[config.mk]
export PLATFORM = sky130hd
export DESIGN_NAME = cascade_binary_parity_search_core_flat
export DESIGN_NICKNAME = d
export VERILOG_FILES = /design/src/cbps_pkg.sv /design/src/cbps_if.sv /design/src/cascade_binary_parity_search_core.sv /design/src/cbps_ctrl.sv /design/src/cbps_dp.sv /design/src/flat_wrapper.sv
export SDC_FILE = /design/constraint.sdc
export NUM_CORES = 2
export LEC_CHECK = 0
export BUFFER_PORTS_ARGS = -buffer_cell sky130_fd_sc_hd__buf_2
export CAP_MARGIN = 20
export CORE_ASPECT_RATIO = 1.25
export CORE_MARGIN = 1.5
export CORE_UTILIZATION = 54
export CTS_CLUSTER_DIAMETER = 80
export DETAILED_ROUTE_END_ITERATION = 6
export PLACE_DENSITY = 0.7
export SETUP_SLACK_MARGIN = 0.05
export SKIP_CTS_REPAIR_TIMING = 1
export SLEW_MARGIN = 10
export SYNTH_ARGS = -nofsm -noshare
export SYNTH_HDL_FRONTEND = slang
export SYNTH_HIERARCHICAL = 1
export SYNTH_SLANG_ARGS = --single-unit
[constraint.sdc]
create_clock -name clk -period 49.6 [get_ports clk]
set_input_delay 4.96 -clock clk [delete_from_list [all_inputs] [get_ports clk]]
set_output_delay 4.96 -clock clk [all_outputs]
set_load 0.005 [all_outputs]
[src/cbps_pkg.sv]
// ----------------------------------------------------------------------------
// cbps_pkg
// Shared types and codes for the cascade binary parity search core.
// ----------------------------------------------------------------------------
package cbps_pkg;

  localparam int KEY_BITS_DEF = 1024;

  // opcodes
  localparam logic [1:0] OP_WRITE  = 2'd0;
  localparam logic [1:0] OP_ANSWER = 2'd1;
  localparam logic [1:0] OP_NARROW = 2'd2;
  localparam logic [1:0] OP_FLIP   = 2'd3;

  // half codes, shared by partner responses and local answers
  localparam logic [1:0] CODE_LOWER = 2'd0;
  localparam logic [1:0] CODE_UPPER = 2'd1;
  localparam logic [1:0] CODE_NONE  = 2'd2;

  typedef struct packed {
    logic [1:0]  opcode;
    logic [9:0]  bit_index;
    logic        bit_value;
    logic [10:0] range_low;
    logic [10:0] range_high;
    logic        parity_low;
    logic        parity_high;
    logic [1:0]  response_code;
  } in_item_t;

  typedef struct packed {
    logic [1:0]  mismatch_code;
    logic        error_found;
    logic [9:0]  error_index;
    logic [10:0] next_low;
    logic [10:0] next_high;
    logic        next_parity_low;
    logic        next_parity_high;
  } out_item_t;

  // controller to datapath
  typedef struct packed {
    logic capture;
    logic mem_wr;
    logic mem_flip;
    logic mem_rd_idx;
    logic walk_init;
    logic walk_step;
    logic out_load;
  } cmd_t;

  // datapath to controller
  typedef struct packed {
    logic [1:0] op;
    logic       idx_ok;
    logic       range_ok;
    logic       code_ok;
    logic       walk_empty;
    logic       walk_last;
  } status_t;

endpackage

[src/cbps_if.sv]
// ----------------------------------------------------------------------------
// cbps_if
// Valid/ready channels for requests and results of the parity search core.
// ----------------------------------------------------------------------------
interface cbps_req_if;
  import cbps_pkg::*;

  logic     valid;
  logic     ready;
  in_item_t data;

  modport source (output valid, output data, input ready);
  modport sink (input valid, input data, output ready);
endinterface

interface cbps_rsp_if;
  import cbps_pkg::*;

  logic      valid;
  logic      ready;
  out_item_t data;

  modport source (output valid, output data, input ready);
  modport sink (input valid, input data, output ready);
endinterface

[src/cascade_binary_parity_search_core.sv]
// ----------------------------------------------------------------------------
// cascade_binary_parity_search_core
// One endpoint of the binary search step of cascade key reconciliation. The
// key is held in a bit-wide memory of KEY_BITS entries with no reset, with
// one write port and one registered read port; every entry must be written
// before it is read. A write is done from the decode state; a flip reads
// the bit there, then writes it back inverted from the flip write state.
// A parity answer or a narrow walks its range (the narrowed half for a
// narrow) one key bit per cycle through the memory read port, then drains
// the last read into the accumulators; an answer with a bad range goes
// straight to its result, and a narrow with a bad range or code gives no
// result. One request is worked on at a time; a finished result sits in
// an output register so the next request can be taken while it waits, but
// a request that ends in a second result holds until the first is taken.
// ----------------------------------------------------------------------------
module cascade_binary_parity_search_core #(
  parameter int KEY_BITS = cbps_pkg::KEY_BITS_DEF
) (
  input logic       clk,
  input logic       rst,
  cbps_req_if.sink   req,
  cbps_rsp_if.source rsp
);
  import cbps_pkg::*;

  cmd_t    cmd;
  status_t st;

  cbps_ctrl u_ctrl (
    .clk       (clk),
    .rst       (rst),
    .in_valid  (req.valid),
    .in_ready  (req.ready),
    .out_valid (rsp.valid),
    .out_ready (rsp.ready),
    .st        (st),
    .cmd       (cmd)
  );

  cbps_dp #(
    .KEY_BITS (KEY_BITS)
  ) u_dp (
    .clk      (clk),
    .rst      (rst),
    .in_data  (req.data),
    .cmd      (cmd),
    .st       (st),
    .out_data (rsp.data)
  );

endmodule

[src/cbps_ctrl.sv]
// ----------------------------------------------------------------------------
// cbps_ctrl
// Sequencer for key updates, parity walks and result hand-off.
// ----------------------------------------------------------------------------
module cbps_ctrl (
  input  logic              clk,
  input  logic              rst,
  input  logic              in_valid,
  output logic              in_ready,
  output logic              out_valid,
  input  logic              out_ready,
  input  cbps_pkg::status_t st,
  output cbps_pkg::cmd_t    cmd
);
  import cbps_pkg::*;

  typedef enum logic [5:0] {
    S_IDLE    = 6'b000001,
    S_DECODE  = 6'b000010,
    S_FLIP_WR = 6'b000100,
    S_WALK    = 6'b001000,
    S_DRAIN   = 6'b010000,
    S_RESULT  = 6'b100000
  } state_t;

  state_t state;
  state_t state_next;
  logic   out_free;

  assign in_ready = (state == S_IDLE);
  assign out_free = !out_valid || out_ready;

  always_comb begin
    state_next = state;
    cmd        = '0;
    unique case (state)
      S_IDLE: begin
        if (in_valid) begin
          cmd.capture = 1'b1;
          state_next  = S_DECODE;
        end
      end
      S_DECODE: begin
        state_next = S_IDLE;
        unique case (st.op)
          OP_WRITE: begin
            cmd.mem_wr = st.idx_ok;
          end
          OP_FLIP: begin
            if (st.idx_ok) begin
              cmd.mem_rd_idx = 1'b1;
              state_next     = S_FLIP_WR;
            end
          end
          OP_ANSWER: begin
            if (st.range_ok) begin
              cmd.walk_init = 1'b1;
              state_next    = S_WALK;
            end else begin
              state_next = S_RESULT;
            end
          end
          OP_NARROW: begin
            if (st.range_ok && st.code_ok) begin
              cmd.walk_init = 1'b1;
              state_next    = S_WALK;
            end
          end
          default: state_next = S_IDLE;
        endcase
      end
      S_FLIP_WR: begin
        cmd.mem_wr   = 1'b1;
        cmd.mem_flip = 1'b1;
        state_next   = S_IDLE;
      end
      S_WALK: begin
        if (st.walk_empty) begin
          state_next = S_RESULT;
        end else begin
          cmd.walk_step = 1'b1;
          if (st.walk_last) begin
            state_next = S_DRAIN;
          end
        end
      end
      S_DRAIN: begin
        // last read lands in the accumulators here
        state_next = S_RESULT;
      end
      S_RESULT: begin
        if (out_free) begin
          cmd.out_load = 1'b1;
          state_next   = S_IDLE;
        end
      end
      default: state_next = S_IDLE;
    endcase
  end

  always_ff @(posedge clk) begin
    if (rst) begin
      state     <= S_IDLE;
      out_valid <= 1'b0;
    end else begin
      state <= state_next;
      if (cmd.out_load) begin
        out_valid <= 1'b1;
      end else if (out_ready) begin
        out_valid <= 1'b0;
      end
    end
  end

endmodule

[src/cbps_dp.sv]
// ----------------------------------------------------------------------------
// cbps_dp
// Key memory, range walker, half parity accumulators and result register.
// ----------------------------------------------------------------------------
module cbps_dp #(
  parameter int KEY_BITS = cbps_pkg::KEY_BITS_DEF
) (
  input  logic                clk,
  input  logic                rst,
  input  cbps_pkg::in_item_t  in_data,
  input  cbps_pkg::cmd_t      cmd,
  output cbps_pkg::status_t   st,
  output cbps_pkg::out_item_t out_data
);
  import cbps_pkg::*;

  localparam int ADDR_W = $clog2(KEY_BITS);

  logic mem [KEY_BITS];

  in_item_t    item;
  logic [10:0] cnt;
  logic [10:0] end_r;
  logic [10:0] mid_r;
  logic        rdata;
  logic        rd_pend;
  logic        rd_upper;
  logic        acc_lo;
  logic        acc_hi;
  out_item_t   res;
  out_item_t   res_next;

  logic [10:0]       lo;
  logic [10:0]       hi;
  logic [10:0]       mid;
  logic [10:0]       nl;
  logic [10:0]       nh;
  logic [10:0]       nm;
  logic [10:0]       walk_a;
  logic [10:0]       walk_b;
  logic [10:0]       walk_m;
  logic              range_ok;
  logic [ADDR_W-1:0] idx_addr;
  logic [ADDR_W-1:0] rd_addr;
  logic              wr_data;
  logic              rd_en;
  logic              dl;
  logic              dh;
  logic [1:0]        ans_code;

  assign lo  = item.range_low;
  assign hi  = item.range_high;
  assign mid = 11'(({1'b0, lo} + {1'b0, hi}) >> 1);
  assign nl  = (item.response_code == CODE_LOWER) ? lo : mid;
  assign nh  = (item.response_code == CODE_LOWER) ? mid : hi;
  assign nm  = 11'(({1'b0, nl} + {1'b0, nh}) >> 1);

  assign walk_a = (item.opcode == OP_ANSWER) ? lo : nl;
  assign walk_b = (item.opcode == OP_ANSWER) ? hi : nh;
  assign walk_m = (item.opcode == OP_ANSWER) ? mid : nm;

  assign range_ok = (lo < hi) && (32'(hi) <= 32'(KEY_BITS));

  assign st.op         = item.opcode;
  assign st.idx_ok     = 32'(item.bit_index) < 32'(KEY_BITS);
  assign st.range_ok   = range_ok;
  assign st.code_ok    = (item.response_code == CODE_LOWER) ||
                         (item.response_code == CODE_UPPER);
  assign st.walk_empty = (cnt == end_r);
  assign st.walk_last  = ({1'b0, cnt} + 12'd1) == {1'b0, end_r};

  assign idx_addr = ADDR_W'(item.bit_index);
  assign rd_addr  = cmd.walk_step ? ADDR_W'(cnt) : idx_addr;
  assign rd_en    = cmd.walk_step || cmd.mem_rd_idx;
  assign wr_data  = cmd.mem_flip ? ~rdata : item.bit_value;

  // key memory: one write and one registered read per cycle
  always_ff @(posedge clk) begin
    if (cmd.mem_wr) begin
      mem[idx_addr] <= wr_data;
    end
    if (rd_en) begin
      rdata <= mem[rd_addr];
    end
  end

  always_ff @(posedge clk) begin
    if (cmd.capture) begin
      item <= in_data;
    end
    if (cmd.walk_init) begin
      cnt   <= walk_a;
      end_r <= walk_b;
      mid_r <= walk_m;
    end else if (cmd.walk_step) begin
      cnt <= cnt + 11'd1;
    end
    rd_upper <= (cnt >= mid_r);
    if (cmd.walk_init) begin
      acc_lo <= 1'b0;
      acc_hi <= 1'b0;
    end else if (rd_pend) begin
      if (rd_upper) begin
        acc_hi <= acc_hi ^ rdata;
      end else begin
        acc_lo <= acc_lo ^ rdata;
      end
    end
    if (cmd.out_load) begin
      res <= res_next;
    end
  end

  always_ff @(posedge clk) begin
    if (rst) begin
      rd_pend <= 1'b0;
    end else begin
      rd_pend <= cmd.walk_step;
    end
  end

  assign dl = acc_lo ^ item.parity_low;
  assign dh = acc_hi ^ item.parity_high;

  always_comb begin
    if (dl && !dh) begin
      ans_code = CODE_LOWER;
    end else if (dh && !dl) begin
      ans_code = CODE_UPPER;
    end else begin
      ans_code = CODE_NONE;
    end
  end

  always_comb begin
    res_next               = '0;
    res_next.mismatch_code = CODE_NONE;
    if (item.opcode == OP_ANSWER) begin
      if (range_ok) begin
        res_next.mismatch_code = ans_code;
        // a two-bit range with one differing half pins the error down
        if ((ans_code != CODE_NONE) && ((hi - lo) == 11'd2)) begin
          res_next.error_found = 1'b1;
          res_next.error_index = 10'(lo + {10'd0, (ans_code == CODE_UPPER)});
        end
      end
    end else begin
      res_next.next_low         = nl;
      res_next.next_high        = nh;
      res_next.next_parity_low  = acc_lo;
      res_next.next_parity_high = acc_hi;
    end
  end

  assign out_data = res;

endmodule
[src/flat_wrapper.sv]
// flat-port wrapper written by rule: the top's interface ports become plain ports
module cascade_binary_parity_search_core_flat import cbps_pkg::*;
#(
  parameter int KEY_BITS = cbps_pkg::KEY_BITS_DEF
)
  (clk, rst, req_valid, req_data, req_ready, rsp_valid, rsp_data, rsp_ready);
  cbps_req_if req_i ();
  cbps_rsp_if rsp_i ();
  input logic clk;
  input logic rst;
  input wire logic [$bits(req_i.valid)-1:0] req_valid;
  input wire logic [$bits(req_i.data)-1:0] req_data;
  output wire logic [$bits(req_i.ready)-1:0] req_ready;
  output wire logic [$bits(rsp_i.valid)-1:0] rsp_valid;
  output wire logic [$bits(rsp_i.data)-1:0] rsp_data;
  input wire logic [$bits(rsp_i.ready)-1:0] rsp_ready;
  assign req_i.valid = req_valid;
  assign req_i.data = req_data;
  assign req_ready = req_i.ready;
  assign rsp_valid = rsp_i.valid;
  assign rsp_data = rsp_i.data;
  assign rsp_i.ready = rsp_ready;
  cascade_binary_parity_search_core #(.KEY_BITS(KEY_BITS)) u_core (.clk(clk), .rst(rst), .req(req_i), .rsp(rsp_i));
endmodule
==> reports/metrics.yaml <==
run_status:
  run_status: "completed"
sta:
  setup_viol: 0
  number_of_pins_exceeding_their_max_slew_limit_in_the_final_report: 0
  hold-worst-slack_ps: 562
  finalWorstPathRequiredPeriod_ps: 7460
  fin_ws_ps: 42140
  tightest_slew_ps: 1280
  timing.final.hold_violations: 0
  fin_tns_setup_ps: 0
  period_share_pct: 15.0
  unrepaired_setup_endpoints_after_global_routing: "false"
  worst_slew_margin_rel_pct: 14.8
  achievable-frequency_mhz: 134
  worst_clock_skew_ps: 20.1
placed_design:
  finalWeightedCongestion: 0.895
  buffer_ports.inserted: 81
  detailedPlacementHpwl_mm: 80.0
  cell_area_reported_after_detailed_placement_um2: 54000
  dpl_worst_slack_ps: 42370
  dp.cells: 5621
floorplanning:
  floorplan.initialDensity_pct: 54.6
  die_y_um: 352
  number_of_ports_placed_on_the_die_boundary: 82
  die_w_um: 282
  die_area_um2: 99100
  floorplan.rows: 127
  core_area_um2: 96100
drt:
  route.antenna.remaining_nets: 0
  vias: 36763
  detail_route.iter0.violations: 5713
  post_route_drc_violation_count: 0
  drtPass1Iterations: 6
  drt-vias-per-instance: 6.30
  wl_per_cell_um: 25.9
  detail_route.wirelength_mm: 151
cells_and_area:
  multi_input_area_um2: 16700
  fin_nets: 4557
  post-route-cell-area_um2: 57800
  final_cell_count_no_fill: 5834
  sequential_cell_area_um2: 34300
  share_of_cells_above_drive_strength_1_pct: 9.55
  final.fill_count: 7590
  area_growth_syn_to_layout_pct: 10.2
  fin_util_pct: 60.2
clock_tree:
  cts_tree: "done"
  clk_transition_reported_paths_ps: 70
  number_of_buffers_on_the_longest_clock_path: 3
  clock_tree.htree_level_count: 3
  clk_tree_root_cell: "clkbuf_16"
  clock_latency_ps: 680
  cts_num_sinks: 1145
  cts_made_buffers: 108
pwr:
  leakage_dissipation_nw: 18.7
  ir_drop_mv: 0.0353
  total_design_power_mw: 2.25
  power_density_nw_per_um2: 38.9
setup_path:
  worstRegToRegCells: 18
  end_kind: "flip-flop"
  critical_path_peak_fanout: 62
  worst-endpoint-required_ps: 50110
  endpoint_arrival_time_on_the_critical_path_ps: 7970
  start_kind: "flip-flop"
  criticalPathCategory: "reg2reg"
yosys:
  synth_seq_cells: 1145
  fraction_of_synthesized_cell_area_in_xor_and_xnor_cells_pct: 1.06
  synth.most_common_cell: "edfxtp_1"
  synthMuxAreaShare_pct: 6.19
  synth.yosys.seq_area_share_pct: 65.3
  synthDistinctLibCells: 72
  synth_area_leaders: "edfxtp_1 (65%), nor2_1 (7.8%), mux2i_1 (5.3%), nand2_1 (3.9%), clkbuf_1 (2.0%)"
  syn_nets: 4661
  synth_adder_area_share_pct: 1.35
  synth.top_cell.area_share_pct: 64.9
  yosysTopAreaCell: "edfxtp_1"
  synth-edff-count: 1134
  share_of_the_synthesized_area_in_compound_gates_ao_oa_aoi_oai_pct: 7.49
  post_synth_most_frequent_cells: "edfxtp_1 (1134), nor2_1 (1095), nand2_1 (546)"
  synthesized_area_per_cell_um2: 11.5
  yosys_warnings: 6
  simple_gate_area_share_of_the_yosys_netlist_pct: 15.0
  dominantRegCellSynth: "edfxtp_1"
  fraction_of_registers_with_async_set_reset_pct: 0
  post_synthesis_cells: 4563
  netlist_area_um2: 52500
  synth_top_family_by_area: "simple AND/OR/NAND/NOR gates"
global_routing:
  grt_start_max_net_pins: 289
  via_count_of_the_first_global_routing_pass: 35120
  overflow: 0
  grtUsageTotal_pct: 30.4
  antenna_found_initial: 2
  global_route_wire_length_before_repair_mm: 221
job:
  cap_violations: 0
worst_hold_path:
  min_path_cells: 2
  kind_of_path_behind_the_tightest_hold_check: "reg2reg"
[metal layers]
layer  GRT usage [%]  vias to the layer above  part of all wire [%]
met5               0                        -                0.0086
met4            14.3                        2                   4.7
met3            5.41                      448                    12
met2            49.5                     2157                    48
met1            39.8                    18090                    36
li1                -                    16066                     -
[sequential cells by signal, summed over array words and instances, names as in the netlist]
name	count
u_core/u_ctrl/state	6
u_core/u_dp/rd_upper	1
u_core/u_dp/item	5
u_core/u_dp/mid_r	11
u_core/u_dp/out_data	37
u_core/u_dp/hi	11
u_core/u_dp/acc_lo	1
u_core/u_dp/acc_hi	1
u_core/u_dp/lo	11
u_core/u_dp/cnt	11
u_core/u_dp/rd_pend	1
u_core/u_dp/st	2
u_core/u_dp/end_r	11
u_core/u_ctrl/out_valid	1
u_core/u_dp/idx_addr	10
u_core/u_dp/rdata	1
u_core/u_dp/mem	1024
[layout by cell type, fill, tap and decap left out, types with 54 or more instances in the layout]
cell type,count
edfxtp_1,1134
nor2_1,1090
nand2_1,541
mux2i_1,273
a21oi_1,171
o22ai_1,122
nand3_1,112
clkbuf_16,110
buf_2,81
buf_4,76
inv_1,57
a31oi_1,54
[report_power, final]
part / switching [mW] / internal (mW)
sequential: 0.0102 / 1.09
combinational: 0.213 / 0.0979
clock: 0.354 / 0.481
[critical path, stage by stage, from the launching register on]
cell and delay, ps:
edfxtp_1 760, xnor2_1 190, nand4_1 120, or4_1 480, nor4_1 560, nor3_2 100
buf_4 340, mux2i_4 910, buf_4 610, buf_4 790, buf_4 720, nand2_1 110
a31oi_1 200, a21oi_1 100, nor3_1 330, o211ai_1 200, a21oi_1 230, o21ai_0 150
a31oi_1 270
[cell type report]
type	instances	share of cell area [%]
inverter	57	0.370
clock inverter	67	1.25
tap	1290	2.79
multi-input combinational	2962	28.9
timing repair buffer	185	2.59
sequential	1145	59.3
antenna	1	0.00433
clock buffer	127	4.87
[cell families (layout without fill, tap and decap cells)]
logic type      count (synthesis)  count (layout)
compound gates                599             599
xor+xnor                       62              62
fa+ha+maj                      55              55
buf+inv                       456             436
flops                        1145            1145
mux                           303             303
other cells                     1               2
simple gates                 1942            1942
[worst paths after layout]
kind | slack [ps] | end | startpoint
setup reg to reg | 42140 | u_core/u_dp/rdata | u_core/u_dp/cnt[3]
setup / recovery | 42140 | u_core/u_dp/rdata | u_core/u_dp/cnt[3]
hold reg to reg | 560 | u_core/u_dp/acc_lo | u_core/u_dp/acc_lo
hold / removal | 560 | u_core/u_dp/acc_lo | u_core/u_dp/acc_lo
Note: power is estimated with default switching activity, not from simulation.
